$ cat src/design/jksd_pkg.sv
// Package for the JSON key and string decoder.
// Holds the decoder state and result types, character constants and helper functions.
// No dependencies.
package jksd_pkg;

    localparam int CHAR_W = 21;
    localparam int HEX_W  = 16;
    localparam int CNT_W  = 3;

    localparam logic [CNT_W-1:0] HEX_IDLE = 3'd4;

    localparam logic [CHAR_W-1:0] CH_DQUOTE    = 21'h22;
    localparam logic [CHAR_W-1:0] CH_SQUOTE    = 21'h27;
    localparam logic [CHAR_W-1:0] CH_BACKSLASH = 21'h5C;
    localparam logic [CHAR_W-1:0] CH_SLASH     = 21'h2F;
    localparam logic [CHAR_W-1:0] CH_LOWER_B   = 21'h62;
    localparam logic [CHAR_W-1:0] CH_LOWER_T   = 21'h74;
    localparam logic [CHAR_W-1:0] CH_LOWER_N   = 21'h6E;
    localparam logic [CHAR_W-1:0] CH_LOWER_R   = 21'h72;
    localparam logic [CHAR_W-1:0] CH_LOWER_F   = 21'h66;
    localparam logic [CHAR_W-1:0] CH_LOWER_U   = 21'h75;
    localparam logic [CHAR_W-1:0] CH_TAB       = 21'h09;
    localparam logic [CHAR_W-1:0] CH_LF        = 21'h0A;
    localparam logic [CHAR_W-1:0] CH_CR        = 21'h0D;
    localparam logic [CHAR_W-1:0] CH_FF        = 21'h0C;
    localparam logic [CHAR_W-1:0] CH_BS        = 21'h08;
    localparam logic [CHAR_W-1:0] CH_SPACE     = 21'h20;
    localparam logic [CHAR_W-1:0] CH_COMMA     = 21'h2C;
    localparam logic [CHAR_W-1:0] CH_COLON     = 21'h3A;

    typedef enum logic [1:0] {
        MODE_WAIT   = 2'd0,
        MODE_QUOTED = 2'd1,
        MODE_BARE   = 2'd2
    } mode_t;

    typedef struct packed {
        mode_t              mode;
        logic               single_quoted;
        logic               in_escape;
        logic [CNT_W-1:0]   hex_count;
        logic [HEX_W-1:0]   hex_value;
    } state_t;

    typedef struct packed {
        logic               out_valid;
        logic [CHAR_W-1:0]  out_char;
        logic               finished;
        logic               failed;
        logic               pushed_back;
    } result_t;

    localparam state_t STATE_RESET = '{
        mode:          MODE_WAIT,
        single_quoted: 1'b0,
        in_escape:     1'b0,
        hex_count:     HEX_IDLE,
        hex_value:     '0
    };

    // Returns {valid, value} for one hex digit.
    function automatic logic [4:0] hex_digit(input logic [CHAR_W-1:0] c);
        logic [4:0] r;
        r = 5'd0;
        if (c >= 21'h30 && c <= 21'h39) begin
            r = {1'b1, 4'(c - 21'h30)};
        end
        else if (c >= 21'h61 && c <= 21'h66) begin
            r = {1'b1, 4'(c - 21'h57)};
        end
        else if (c >= 21'h41 && c <= 21'h46) begin
            r = {1'b1, 4'(c - 21'h37)};
        end
        return r;
    endfunction

    // Returns {valid, character} for the single-character escapes.
    function automatic logic [CHAR_W:0] escape_char(input logic [CHAR_W-1:0] c);
        logic [CHAR_W:0] r;
        r = '0;
        unique case (c)
            CH_BACKSLASH: r = {1'b1, CH_BACKSLASH};
            CH_DQUOTE:    r = {1'b1, CH_DQUOTE};
            CH_SLASH:     r = {1'b1, CH_SLASH};
            CH_LOWER_B:   r = {1'b1, CH_BS};
            CH_LOWER_T:   r = {1'b1, CH_TAB};
            CH_LOWER_N:   r = {1'b1, CH_LF};
            CH_LOWER_R:   r = {1'b1, CH_CR};
            CH_LOWER_F:   r = {1'b1, CH_FF};
            default:      r = '0;
        endcase
        return r;
    endfunction

endpackage

$ cat src/design/jksd_decode.sv
// Combinational decode step: next state and result for one input item.
// Depends on jksd_pkg.
module jksd_decode (
    input  jksd_pkg::state_t                 state,
    input  logic [jksd_pkg::CHAR_W-1:0]      ch,
    input  logic                             end_of_input,
    output jksd_pkg::state_t                 state_next,
    output jksd_pkg::result_t                result
);

    logic [jksd_pkg::CHAR_W-1:0] quote;
    logic                        quote_hit;
    logic                        is_backslash;
    logic                        is_u;
    logic [jksd_pkg::CHAR_W:0]   esc;
    logic [4:0]                  hex;
    logic [jksd_pkg::HEX_W-1:0]  hex_acc;
    logic [jksd_pkg::CNT_W-1:0]  hex_cnt_inc;
    logic                        in_hex;
    logic                        is_term;
    logic                        is_first_quote;

    assign quote        = state.single_quoted ? jksd_pkg::CH_SQUOTE : jksd_pkg::CH_DQUOTE;
    assign quote_hit    = (ch == quote);
    assign is_backslash = (ch == jksd_pkg::CH_BACKSLASH);
    assign is_u         = (ch == jksd_pkg::CH_LOWER_U);
    assign esc          = jksd_pkg::escape_char(ch);
    assign hex          = jksd_pkg::hex_digit(ch);
    assign hex_acc      = {state.hex_value[jksd_pkg::HEX_W-5:0], hex[3:0]};
    assign hex_cnt_inc  = jksd_pkg::CNT_W'(state.hex_count + 3'd1);
    assign in_hex       = (state.hex_count < jksd_pkg::HEX_IDLE);
    assign is_term      = (ch == jksd_pkg::CH_LF) || (ch == jksd_pkg::CH_CR) ||
                          (ch == jksd_pkg::CH_TAB) || (ch == jksd_pkg::CH_SPACE) ||
                          (ch == jksd_pkg::CH_COMMA) || (ch == jksd_pkg::CH_COLON);
    assign is_first_quote = (ch == jksd_pkg::CH_DQUOTE) || (ch == jksd_pkg::CH_SQUOTE);

    always_comb
    begin
        state_next = state;
        unique case (state.mode)
            jksd_pkg::MODE_QUOTED:
            begin
                if (end_of_input) begin
                    state_next = jksd_pkg::STATE_RESET;
                end
                else if (state.in_escape) begin
                    state_next.in_escape = 1'b0;
                    if (esc[jksd_pkg::CHAR_W]) begin
                        state_next.in_escape = 1'b0;
                    end
                    else if (is_u) begin
                        state_next.hex_value = '0;
                        state_next.hex_count = '0;
                    end
                    else begin
                        state_next = jksd_pkg::STATE_RESET;
                    end
                end
                else if (quote_hit) begin
                    state_next = jksd_pkg::STATE_RESET;
                end
                else if (is_backslash) begin
                    state_next.in_escape = 1'b1;
                end
                else if (in_hex) begin
                    if (!hex[4]) begin
                        state_next = jksd_pkg::STATE_RESET;
                    end
                    else begin
                        state_next.hex_value = hex_acc;
                        state_next.hex_count = hex_cnt_inc;
                    end
                end
            end
            jksd_pkg::MODE_BARE:
            begin
                if (end_of_input || is_term) begin
                    state_next = jksd_pkg::STATE_RESET;
                end
            end
            default:
            begin
                state_next = jksd_pkg::STATE_RESET;
                if (!end_of_input) begin
                    if (is_first_quote) begin
                        state_next.mode          = jksd_pkg::MODE_QUOTED;
                        state_next.single_quoted = (ch == jksd_pkg::CH_SQUOTE);
                    end
                    else begin
                        state_next.mode = jksd_pkg::MODE_BARE;
                    end
                end
            end
        endcase
    end

    always_comb
    begin
        result = '0;
        unique case (state.mode)
            jksd_pkg::MODE_QUOTED:
            begin
                if (end_of_input) begin
                    result.failed = 1'b1;
                end
                else if (state.in_escape) begin
                    if (esc[jksd_pkg::CHAR_W]) begin
                        result.out_valid = 1'b1;
                        result.out_char  = esc[jksd_pkg::CHAR_W-1:0];
                    end
                    else if (!is_u) begin
                        result.failed = 1'b1;
                    end
                end
                else if (quote_hit) begin
                    result.finished = 1'b1;
                end
                else if (is_backslash) begin
                    result.out_valid = 1'b0;
                end
                else if (in_hex) begin
                    if (!hex[4]) begin
                        result.failed = 1'b1;
                    end
                    else if (hex_cnt_inc == jksd_pkg::HEX_IDLE) begin
                        result.out_valid = 1'b1;
                        result.out_char  = jksd_pkg::CHAR_W'(hex_acc);
                    end
                end
                else begin
                    result.out_valid = 1'b1;
                    result.out_char  = ch;
                end
            end
            jksd_pkg::MODE_BARE:
            begin
                if (end_of_input) begin
                    result.finished = 1'b1;
                end
                else if (is_term) begin
                    result.finished    = 1'b1;
                    result.pushed_back = 1'b1;
                end
                else begin
                    result.out_valid = 1'b1;
                    result.out_char  = ch;
                end
            end
            default:
            begin
                if (end_of_input) begin
                    result.failed = 1'b1;
                end
                else if (!is_first_quote) begin
                    result.out_valid = 1'b1;
                    result.out_char  = ch;
                end
            end
        endcase
    end

endmodule

$ cat src/design/json_key_string_decoder.sv
// Top level of the JSON key and string decoder: stream ports, state and result registers.
// Depends on jksd_pkg and jksd_decode.
//
//  Channel   Direction  Payload
//  s_axis    in         tdata: ch; tlast: end_of_input
//  m_axis    out        tdata: out_char; tlast: finished; tuser: out_valid, failed, pushed_back
//
// Every accepted item gives exactly one result item, registered and presented in the cycle after acceptance.
// An item can be accepted every cycle while the output is not stalled; the decode state updates at acceptance.
// The result register takes a new item whenever it is empty or being drained.
// A stall on the output holds the input back only while the result register is full.
// Reset returns the decoder to waiting for the first character of a token.
module json_key_string_decoder (
    input  logic        clk,
    input  logic        rst_n,
    input  logic        s_axis_tvalid,
    output logic        s_axis_tready,
    input  logic [23:0] s_axis_tdata,   // [20:0] ch, [23:21] zero
    input  logic        s_axis_tlast,
    output logic        m_axis_tvalid,
    input  logic        m_axis_tready,
    output logic [23:0] m_axis_tdata,   // [20:0] out_char, [23:21] zero
    output logic        m_axis_tlast,
    output logic [2:0]  m_axis_tuser    // [0] out_valid, [1] failed, [2] pushed_back
);

    jksd_pkg::state_t  state_reg;
    jksd_pkg::state_t  state_next;
    jksd_pkg::result_t result_reg;
    jksd_pkg::result_t result_next;
    logic              m_valid_reg;
    logic              accept;

    assign s_axis_tready = !m_valid_reg || m_axis_tready;
    assign accept        = s_axis_tvalid && s_axis_tready;

    jksd_decode u_decode (
        .state        (state_reg),
        .ch           (s_axis_tdata[jksd_pkg::CHAR_W-1:0]),
        .end_of_input (s_axis_tlast),
        .state_next   (state_next),
        .result       (result_next)
    );

    always_ff @(posedge clk or negedge rst_n)
    begin
        if (!rst_n) begin
            state_reg   <= jksd_pkg::STATE_RESET;
            m_valid_reg <= 1'b0;
        end
        else begin
            if (accept) begin
                state_reg <= state_next;
            end
            if (accept) begin
                m_valid_reg <= 1'b1;
            end
            else if (m_axis_tready) begin
                m_valid_reg <= 1'b0;
            end
        end
    end

    always_ff @(posedge clk)
    begin
        if (accept) begin
            result_reg <= result_next;
        end
    end

    assign m_axis_tvalid = m_valid_reg;
    assign m_axis_tdata  = {3'b000, result_reg.out_char};
    assign m_axis_tlast  = result_reg.finished;
    assign m_axis_tuser  = {result_reg.pushed_back, result_reg.failed, result_reg.out_valid};

endmodule

$ cat config.mk
export PLATFORM = sky130hd
export DESIGN_NAME = json_key_string_decoder
export DESIGN_NICKNAME = d
export VERILOG_FILES = /design/src/design/jksd_pkg.sv /design/src/design/jksd_decode.sv /design/src/design/json_key_string_decoder.sv
export SDC_FILE = /design/constraint.sdc
export NUM_CORES = 1
export LEC_CHECK = 0
export ABC_AREA = 1
export ABC_CLOCK_PERIOD_IN_PS = 3570
export BUFFER_PORTS_ARGS = -buffer_cell sky130_fd_sc_hd__clkbuf_2
export CORE_UTILIZATION = 30
export DETAILED_ROUTE_END_ITERATION = 7
export GPL_TIMING_DRIVEN = 0
export PLACE_DENSITY = 0.44
export SLEW_MARGIN = 15
export SYNTH_ARGS = -nofsm -noshare
export SYNTH_HDL_FRONTEND = slang
export SYNTH_SLANG_ARGS = --single-unit
$ cat constraint.sdc
create_clock -name clk -period 3.57 [get_ports clk]
set_clock_uncertainty 0.1 [all_clocks]
set_input_delay 0.1785 -clock clk [delete_from_list [all_inputs] [get_ports clk]]
set_output_delay 0.1785 -clock clk [all_outputs]
set_load 0.005 [all_outputs]
==> Word-level counts from Yosys, hierarchy flattened <==
Cells that the tools add are included.
{ "totals": {"register_bits": 45, "inputBits": 29, "out_inout_bits": 30, "wordCells": 122} }
{ "op_classes": {"muxes": 55, "n_lt_le_gt_ge": 7, "eq_ne": 26, "bitwise_logic": 1, "addsub": 4, "reduce_logical": 18} }
{ "ops": {"columns": ["operator", "n"], "rows": [
  ["$mux 22", 10],
  ["$pmux 22 s8", 1],
  ["$eq 21x7->1 const B", 7],
  ["$mux 23", 6],
  ["$eq 21x6->1 const B", 6],
  ["$mux 19", 4],
  ["$eq 21x4->1 const B", 3],
  ["$pmux 23 s2", 1],
  ["$pmux 22 s2", 1],
  ["$ge 21x7->1 const B", 2],
  ["$le 21x7->1 const B", 2],
  ["$eq 21x6->1", 1],
  ["$ge 21x6->1 const B", 1],
  ["$le 21x6->1 const B", 1],
  ["$mux 21", 1],
  ["$mux 1", 19],
  ["$mux 5", 3],
  ["$mux 3", 4],
  ["$ne 5x4->1 const B", 2],
  ["$logic_or 1x1->1", 8],
  ["$mux 4", 2],
  ["$ne 4x4->1 const B", 2],
  ["$sub 4x3->4 const B", 2],
  ["$reduce_and 7->1", 1],
  ["other kinds (17)", 21]
]} }

==> Logic depth before layout (Yosys ltp) <==
Gate-level depths: netlist (run 1).
{ "logic_depth": {"depth_word": 13, "ltp_mapped": 17, "ltp_nobuf": 17} }

==> Hierarchy <==
A second synthesis (run 1) with hierarchy kept.
{ "hier_totals": {"hier_cells": 645, "area_unflattened_um2": 4329.2} }
{ "modules_own_cells": {"columns": ["module", "area_each_um2", "seq_area_each_um2", "n_inst", "cells_each"], "rows": [
  ["jksd_decode", 2596.2, 0.0, 1, 512],
  ["json_key_string_decoder", 1732.9, 1352.5, 1, 133]
]} }

==> Worst setup path before layout (run 1) <==
OpenSTA, ideal clock, no wires.
{ "synth_path": {"path_kind": "input -> register", "start": "input port s_axis_tdata[0]", "end": "register result_reg (netlist bit m_axis_tdata[8]), data pin", "n_path_buf": 2, "slack_ns": 1.516, "cell_stages": 13, "arrival_time_ns": 1.694, "cell_sequence": "clkbuf_2 inv_1 ha_1 inv_1 nor3_2 nand4_1 nand2_1 inv_1 nand3_1 inv_1 buf_2 o21ai_0 o21ai_1"} }
{ "synth_lines": {"columns": ["element", "line", "text"], "rows": [
  ["start: declaration", "json_key_string_decoder.sv:18", "input logic [23:0] s_axis_tdata,"],
  ["end signal: assignment", "json_key_string_decoder.sv:67", "result_reg <= result_next;"],
  ["end: declaration", "json_key_string_decoder.sv:29", "jksd_pkg::result_t result_reg;"]
]} }

==> results_dict.tcl, run 1 <==
set metrics [dict create \
    path_buf_inv 5 \
    drt_first_pass_iters 5 \
    cp_data_arrival_time_ps 2510 \
    required_ps 3510 \
    ir_worst_vdd_mv 0.2369 \
    remaining_drc_errors 0 \
    syn_area_um2 3495 \
    core_area_um2 11370 \
    reg2reg_slack_ps 1000 \
    cts_buffers 5 \
    maxCapViolCount 0 \
    worst_setup_path_start_kind "flop" \
    power_uw 1597 \
    ant_nets 0 \
    cts.sinks 45 \
    synth_top_area_share 0.2148 \
    track_usage 0.2043 \
    slowest_stage "dfrtp_1" \
    slew_headroom 0.3243 \
    synthToLayoutAreaGrowth_pct 17.44 \
    hold_end "m_axis_tvalid$_DFFE_PN0P_" \
    gr-total-overflow 0 \
    final_cell_mix "nand2_1, nor2_1, clkbuf_2" \
    yosysSeqAreaShare 0.3584 \
    p_per_area_nw_per_um2 389.1 \
    crit_path_max_incr_delay_ps 370 \
    post-dp-hpwl_mm 9.129 \
    r2r_end "m_axis_tdata[12]$_DFFE_PP_" \
    drive_gt1_frac 0.1669 \
    whs_ps 52.32 \
    finalSetupViolCount 0 \
    grt_max_degree 27 \
    rsz0062_at_grt "false" \
    nNetsFinal 629 \
    crit_path_max_fanout 10 \
    hold_violations 0 \
    drt_first_iter_violations 269 \
    final_common_cell "nand2_1" \
    status "finished clean" \
    wl_per_cell_um 15.69 \
    synth_area_leaders "edfxtp_1, nand2_1, dfrtp_1, nor2_1, nand3_1" \
    grt_pass1_wl_mm 18.29 \
    initial_utilization 0.3074 \
    max_freq_mhz 389.1 \
    stdcell_area_um2 4104 \
    grt_pass1_vias 3302 \
    drv_slew 0 \
    worst_skew_pair.late_latency_ps 290 \
    largest_register_ffs 21 \
    clockBufferDepth 2 \
    vias 3565 \
    clockRootBuffer "clkbuf_16" \
    worstSetupEndpointType "flop" \
    tightest_slew_ps 1012 \
    cts_tree "done" \
    hp-class "in -> reg" \
    place_area_um2 3931 \
    place_congestion 0.8633 \
    die_area_um2 12080 \
    yosysWarningCount 0 \
    ctsHtreeMaxLevel 2 \
    syn_inst 532 \
    synth_top_cell_by_area "edfxtp_1" \
    fp.dieW_um 109.9 \
    p_leak_uw 0.002002 \
    wirelength_mm 11.55 \
    r2r-start "state_reg[21]$_DFFE_PN0P_" \
    post_cts_resize_count 0 \
    io_pins 59 \
    diodes 0 \
    crit_type "reg -> reg" \
    crit_chain "inv_1, ha_1, clkbuf_1, clkinv_1, nand3_1, inv_1, clkbuf_1, o21ai_0, o21ai_1" \
    ys_types 40 \
    die_y_um 109.9 \
    antenna_found_initial 0 \
    fin_crit_sh 0.7200 \
    min_from "s_axis_tvalid" \
    port-buffer-count 50 \
    drt-vias-per-instance 4.844 \
    crit_family "buffers and inverters" \
    ys_ff_latch 45 \
    layout_min_cycle_time_ps 2570 \
    reg2reg_depth 9 \
    worstHoldPathCells 3 \
    clk_pin_slew_ps 60 \
    rows 39 \
    avgSynthCellArea_um2 6.569 \
    setup-tns-final_ps 0 \
]
==> cells in the mapped netlist (all sizes together) <==
master / n
nand2: 188
nor2: 71
inv: 59
o21ai: 45
nand3: 41
edfxtp: 25
dfrtp: 19
nor3: 17
a21oi: 13
buf: 13
ha: 8
clkbuf: 7
nand4: 5
clkinv: 4
nor4: 2
o21a: 2
o31ai: 2
or2: 2
a2111oi: 1
a211oi: 1
a21boi: 1
a31oi: 1
conb: 1
dfstp: 1
nand3b: 1
o2111ai: 1
xnor2: 1
==> logic make-up after synthesis <==
logic type | count (synthesis) | synth area share
flops | 45 | 0.3584
buf+inv | 83 | 0.1031
compound gates | 67 | 0.1038
other cells | 1 | 0.001073
simple gates | 327 | 0.4024
xor+xnor | 1 | 0.002507
fa+ha+maj | 8 | 0.02864
==> routing by layer <==
metal | routed length [um] | global-route usage | up-vias
met2 | 5076 | 0.3143 | 123
met5 | 0 | 0 | -
met3 | 723 | 0.03794 | 8
li1 | - | - | 1825
met1 | 5630 | 0.2949 | 1609
met4 | 121 | 0.04381 | 0
==> worst register-to-register path, stage by stage, from the launching register on <==
cell and delay, ps:
dfrtp_1 370, inv_1 50, ha_1 260, clkbuf_1 320
clkinv_1 370, nand3_1 210, inv_1 100, clkbuf_1 240
o21ai_0 210, o21ai_1 90
==> repair_timing <==
item / 4_1_cts / 5_1_grt
hold buffers: 1 / 0
setup buffers: 0 / 0
hold endpoints to repair: 19 / 0
==> stage by stage <==
stage / utilization / worst slack [ps] / std cells
floorplan: - / 1516 / 534
finish: 0.3610 / 999.7 / 736
detailed placement: 0.3458 / 828.7 / 727
global placement: 0.3458 / 829.7 / 727
CTS: 0.3610 / 964.9 / 736
global route: 0.3610 / 715.5 / 736
==> report_power, final <==
part,total [uW],internal (uW),switching (uW)
logic,443,136,307
clock network,527,328,199
registers,626,606,20.6
total,1600,1070,527
==> how the worst max path moves through the flow <==
stage | from | end | cells past startpoint
floorplan | s_axis_tdata[0] | m_axis_tdata[8]$_DFFE_PP_ | 13
global placement | s_axis_tdata[0] | m_axis_tdata[11]$_DFFE_PP_ | 14
detailed placement | s_axis_tdata[0] | m_axis_tdata[1]$_DFFE_PP_ | 14
CTS | state_reg[21]$_DFFE_PN0P_ | m_axis_tdata[14]$_DFFE_PP_ | 9
global route | state_reg[21]$_DFFE_PN0P_ | m_axis_tdata[1]$_DFFE_PP_ | 9
finish | state_reg[21]$_DFFE_PN0P_ | m_axis_tdata[12]$_DFFE_PP_ | 9
==> area by class of cell <==
cell class                 instances  area, um2
clock inverter                     2      33.78
buffer                            20      121.4
multi-input combinational        406       1889
fill                            1293       7266
timing repair buffer              51      260.3
clock buffer                       6      128.9
sequential                        45       1252
tap                              143      178.9
inverter                          63      239.0
Power figures use the tool's default switching activity.
==> run 2: changes to the inputs <==
ABC_AREA = 0   (was 1)
ABC_CLOCK_PERIOD_IN_PS = 2290   (was 3570)
PLACE_DENSITY = 0.46   (was 0.44)
clock period = 2.29 ns   (was 3.57 ns; I/O delays follow)
==> run 2 against run 1 <==
Clock power shrank 2%; synthesized cell count down 38%; synthesized area down 11%; worst setup slack lost 950 ps; sequential cell count unchanged; first-iteration DRC count shrank 38%; global-route usage fell by 3.0 points; register-to-register slack lost 950 ps; combinational power up 72%; sequential share of layout area is 0.91 points higher; routed wire length decreased by 19%.
==> results_dict.tcl, run 2 <==
set metrics [dict create \
    path_buf_inv 0 \
    avgSynthCellArea_um2 9.521 \
    synth_top_cell_by_area "edfxtp_1" \
    cts.sinks 45 \
    port-buffer-count 52 \
    p_per_area_nw_per_um2 566.1 \
    rows 36 \
    synthToLayoutAreaGrowth_pct 27.60 \
    hp-class "in -> reg" \
    drv_slew 0 \
    finalSetupViolCount 0 \
    crit_path_max_fanout 7 \
    grt_max_degree 27 \
    wl_per_cell_um 17.46 \
    dp_worst_setup_slack_ps -732.3 \
    synth_area_leaders "edfxtp_1, dfrtp_1, nand2_1, ha_1, nor2_1" \
    synthTopCellsByCount "nand2_1, edfxtp_1, nor2_1, dfrtp_1, inv_1" \
    finalWorstSetupSlack_ps 52.82 \
    clk_pin_slew_ps 90 \
    async_reset_ff_frac 0.4444 \
    place_congestion 0.9049 \
    grt_pass1_vias 2656 \
    post-dp-hpwl_mm 7.087 \
    muxShareOfSynthArea 0.04888 \
    io_pins 59 \
    p_leak_uw 0.001592 \
    drt_first_iter_violations 166 \
    setup-tns-final_ps 0 \
    synth_top_family_by_area "simple AND/OR/NAND/NOR gates" \
    fill_cells 1030 \
    synth.most_common_cell "nand2_1" \
    core_area_um2 9910 \
    ant_nets 0 \
    crit_path_max_incr_delay_ps 440 \
    cts_buffers 5 \
    min_from "s_axis_tdata[18]" \
    synth_top_area_share 0.2404 \
    final_cell_mix "clkbuf_2, nand2_1, edfxtp_1" \
    grt_pass1_wl_mm 14.74 \
    ir_worst_vdd_mv 0.2549 \
    worst_setup_path_start_kind "flop" \
    slew_headroom 0.6727 \
    synthSimpleGateAreaFrac 0.2572 \
    wirelength_mm 9.394 \
    ys_types 75 \
    ys_ff_latch 45 \
    synth_xor_area_frac 0.008413 \
    cts_tree "done" \
    seq_area_um2 1252 \
    synth_enable_flop_cells 25 \
    startpoint "state_reg[20]$_DFFE_PN0P_" \
    synth_compound_area_frac 0.1895 \
    worst_skew_pair.late_latency_ps 310 \
    max_freq_mhz 447.0 \
    largest_register_ffs 21 \
    final_common_cell "clkbuf_2" \
    syn_inst 328 \
    die_y_um 104.0 \
    required_ps 2370 \
    layout_min_cycle_time_ps 2237 \
    fp.dieW_um 104.0 \
    crit_chain "and3_4, o2111ai_4, o211ai_1, or3_4, a21o_1, nor2_4, a221o_1" \
    crit_type "reg -> reg" \
    diodes 0 \
    drt_first_pass_iters 4 \
    tightest_slew_ps 484.6 \
    ctsHtreeMaxLevel 2 \
    clockRootBuffer "clkbuf_8" \
    fin_crit_sh 0.9769 \
    hold_violations 0 \
    synthAdderAreaFrac 0.03205 \
    syn_area_um2 3123 \
    nNetsFinal 441 \
    antenna_found_initial 0 \
    yosys_most_used_dff "edfxtp_1" \
    die_area_um2 10820 \
    clockBufferDepth 2 \
    r2r-start "state_reg[20]$_DFFE_PN0P_" \
    vias 2827 \
    crit_family "simple AND/OR/NAND/NOR gates" \
    cp_data_arrival_time_ps 2310 \
    slowest_stage "dfrtp_1" \
    rsz0062_at_grt "true" \
    drt-vias-per-instance 5.255 \
    gr-total-overflow 0 \
    remaining_drc_errors 0 \
    place_area_um2 3568 \
    stdcell_area_um2 3985 \
    drive_gt1_frac 0.3432 \
    track_usage 0.1743 \
    maxCapViolCount 0 \
    status "finished clean" \
    worstSetupEndpointType "flop" \
    multiInputGateArea_um2 1867 \
    initial_utilization 0.3152 \
    yosysWarningCount 0 \
    yosysSeqAreaShare 0.4010 \
]
run 2: cell types whose count changed after synthesis, moves of 8 or more:
cell,previous run,this run
nand3_1,37,11
inv_1,48,17
o21ai_1,22,2
a22o_1,0,9
nor2_1,65,23
nand2_1,184,37
nor3_1,15,7
inv_2,10,0
nand2b_1,0,9
run 2: cell type report:
class,instances,share of cell area
Buffer,15,0.03328
Clock inverter,3,0.005338
Inverter,17,0.01601
Timing Repair Buffer,69,0.1036
Sequential cell,45,0.3143
Tap cell,133,0.04176
Clock buffer,5,0.01727
Multi-Input combinational cell,251,0.4684
run 2: metal layers:
layer  GRT usage  share of wire  routed length (um)  up-vias
li1            -              -                   -     1378
met1      0.2525           0.48                4517     1352
met2      0.2652           0.44                4152       84
met3     0.02757          0.058                 548       13
met4     0.05102          0.019                 176        0
met5           0              0                   0        -
run 2: report_power, final:
part | switching [uW] | internal (uW)
logic | 427 | 336
clock network | 302 | 217
registers | 25.5 | 949
total | 754 | 1500
run 2: final timing paths:
path | cells after the start | to | slack (ps)
setup / recovery | 7 | m_axis_tdata[5]$_DFFE_PP_ | 50
hold / removal | 2 | m_axis_tdata[18]$_DFFE_PP_ | 20
setup reg to reg | 7 | m_axis_tdata[5]$_DFFE_PP_ | 50
hold reg to reg | 1 | state_reg[21]$_DFFE_PN0P_ | 440
max in group asynchronous | 2 | state_reg[18]$_DFFE_PN1P_ | 1540
min in group asynchronous | 2 | state_reg[8]$_DFFE_PN0P_ | 190
run 2: cell families (layout without fill, tap and decap cells):
kind of cell	Yosys count	after routing
buffers and inverters	34	109
adders and majority gates	8	8
muxes	14	14
AOI/OAI and AO/OA	81	81
other	1	3
DFF	45	45
xor gates and xnor gates	3	3
and+or+nand+nor	142	142
run 2: worst reg2reg max path, stage by stage, from the launching register on:
cell and delay [ps]:
dfrtp_1 440, and3_4 210, o2111ai_4 230, o211ai_1 150, or3_4 400, a21o_1 210, nor2_4 180, a221o_1 190
run 2: through the flow:
stage | utilization | instances | power, uW | hold slack, ps
after floorplan | - | 330 | 1413 | -281.1
after global placement | 0.3601 | 515 | 1638 | 21.32
after detailed placement | 0.3601 | 515 | 1635 | 10.57
after CTS | 0.3903 | 533 | 2236 | 5.904
after global routing | 0.4021 | 538 | 2377 | 22.34
final | 0.4021 | 538 | 2256 | 17.73
run 2: timing repair:
item | CTS | global route
endpoints found under the hold margin | 20 | 0
cloned | 0 | 1
hold buffers | 2 | 0
pin swaps | 9 | 15
resized for setup | 27 | 19
buffers inserted | 9 | 5
endpoints found under the setup margin | 38 | 26
==> run 3: changes to the inputs <==
ABC_CLOCK_PERIOD_IN_PS = 2800   (was 2290)
PLACE_DENSITY = 0.44   (was 0.46)
clock period = 2.8 ns   (was 2.29 ns; I/O delays follow)
==> run 3 against run 2 <==
Sequential power is 19% lower; non-clock buffer count is 13 lower; sequential share of layout area is 2.3 points higher; worst setup slack better by 130 ps; total power is 22% lower; count of clock-buffer cells in the layout stayed put; via count is 1.3% lower; clock power is 18% lower; design area is 6.9% lower; utilization is 2.8 points lower; combinational power is 28% lower; critical path type is now in -> reg; largest cell class unchanged; highest routed layer unchanged.
==> results_dict.tcl, run 3 (synthesis results as in run 2) <==
set metrics [dict create \
    largest_register_ffs 21 \
    nNetsFinal 428 \
    grt_use_met1 0.2548 \
    finalSetupViolCount 0 \
    setup-tns-final_ps 0 \
    wirelength_mm 9.385 \
    die_area_um2 10820 \
    grt_max_degree 27 \
    drt_first_pass_iters 5 \
    p_per_area_nw_per_um2 477.0 \
    drt_first_iter_violations 157 \
    min_from "m_axis_tready" \
    ant_nets 0 \
    cts.sinks 45 \
    post-place-cells 515 \
    drt-vias-per-instance 5.312 \
    rows 36 \
    stdcell_area_um2 3709 \
    place_congestion 0.9064 \
    port-buffer-count 52 \
    slew_headroom 0.5645 \
    final_cell_mix "clkbuf_2, nand2_1, edfxtp_1" \
    cts_setup_buffers 0 \
    r2r-start "state_reg[21]$_DFFE_PN0P_" \
    hp-class "in -> reg" \
    slowest_stage "a2111oi_2" \
    core_area_um2 9910 \
    power_uw 1769 \
    seq_area_um2 1252 \
    use_met3 0.02820 \
    worst_skew_pair.late_latency_ps 300 \
    antenna_found_initial 0 \
    fp.dieW_um 104.0 \
    fin_crit_sh 0.9341 \
    track_usage 0.1734 \
    finalWorstSetupSlack_ps 184.4 \
    top_usage_layer "met2" \
    required_ps 2890 \
    ctsHtreeMaxLevel 2 \
    clk_pin_slew_ps 90 \
    crit_type "in -> reg" \
    place_area_um2 3558 \
    tightest_slew_ps 653.2 \
    initial_utilization 0.3152 \
    layoutNonFillerInstCount 525 \
    die_y_um 104.0 \
    io_pins 59 \
    gr-total-overflow 0 \
    grt_pass1_vias 2596 \
    multiInputGateArea_um2 1725 \
    maxCapViolCount 0 \
    worst_setup_path_start_kind "primary input" \
    drive_gt1_frac 0.2704 \
    status "finished clean" \
    crit_path_max_fanout 10 \
    dp_worst_setup_slack_ps -384.9 \
    max_freq_mhz 382.3 \
    crit_chain "clkbuf_2, inv_1, ha_1, nand2b_1, a2111oi_2, o311a_1, o21a_1, buf_4, and2_4, buf_6, buf_12, mux2_4" \
    wl_per_cell_um 17.88 \
    ir_worst_vdd_mv 0.2095 \
    post-dp-hpwl_mm 7.187 \
    grt_util_met2 0.2610 \
    drv_slew 0 \
    synthToLayoutAreaGrowth_pct 18.75 \
    p_leak_uw 0.001510 \
    grt_pass1_wl_mm 14.63 \
    clockBufferDepth 2 \
    hold_violations 0 \
    layout_min_cycle_time_ps 2616 \
    cts_buffers 5 \
    remaining_drc_errors 0 \
    crit_path_max_incr_delay_ps 480 \
    cts_tree "done" \
    final_common_cell "clkbuf_2" \
    startpoint "s_axis_tdata[0]" \
    worstSetupEndpointType "flop" \
    clockRootBuffer "clkbuf_8" \
    rsz0062_at_grt "false" \
    cp_data_arrival_time_ps 2710 \
    vias 2789 \
    diodes 0 \
    fill_cells 1053 \
]
==> run 3: changes by cell type in the layout (fill, tap and decap cells not counted), moves of 3 or more <==
cell,previous run,this run
inv_2,3,0
buf_4,21,8
ha_1,3,8
clkbuf_1,0,3
ha_4,4,0
inv_1,14,17
==> run 3: path summary, 6_finish.rpt <==
check | to | slack, ps | depth (start not counted)
setup reg to reg | m_axis_tdata[13]$_DFFE_PP_ | 190 | 9
max in group asynchronous | state_reg[18]$_DFFE_PN1P_ | 1980 | 2
hold / removal | m_axis_tvalid$_DFFE_PN0P_ | 30 | 3
min in group asynchronous | state_reg[8]$_DFFE_PN0P_ | 240 | 2
setup / recovery | state_reg[3]$_DFFE_PN0P_ | 180 | 12
hold reg to reg | state_reg[11]$_DFFE_PN0P_ | 440 | 2
==> run 3: stage by stage <==
stage	hold WS, ps	util
after global routing	44.63	0.3742
after CTS	14.82	0.3705
after floorplan	-255.6	-
after detailed placement	50.77	0.3591
after global placement	47.16	0.3590
final	32.01	0.3742
==> run 3: per-layer routing <==
layer,part of all wire,wire (um)
met4,0.014,131
met2,0.44,4173
met3,0.051,476
met1,0.49,4604
met5,0,0
==> run 3: power breakdown <==
| group | internal (uW) | leakage, uW | switching (uW) |
|---|---|---|---|
| clock network | 178 | 0.0000481 | 248 |
| registers | 776 | 0.000517 | 16.4 |
| logic | 222 | 0.000944 | 328 |
==> run 3: worst max-delay path: cells and delay by family <==
kind / cells / cell delay (ps)
AO/OA/AOI/OAI: 3 / 830
adder cells (fa/ha/maj): 1 / 290
multiplexers: 1 / 300
buffers and inverters: 5 / 800
AND/OR/NAND/NOR: 2 / 340
==> run 3: final cells by class <==
type                       instances  share of cell area
tap                              133             0.04487
clock inverter                     3            0.006073
inverter                          17             0.01721
clock buffer                       5             0.01856
timing repair buffer              54             0.07557
multi-input combinational        251              0.4652
sequential                        45              0.3377
buffer                            17             0.03475
==> run 3: what timing repair did <==
action / in CTS / in global routing
gates resized for setup: 1 / 9
pin swaps: 0 / 0
cloned: 0 / 0
endpoints found under the hold margin: 20 / 0
setup endpoints to repair: 12 / 22
hold buffers: 2 / 0
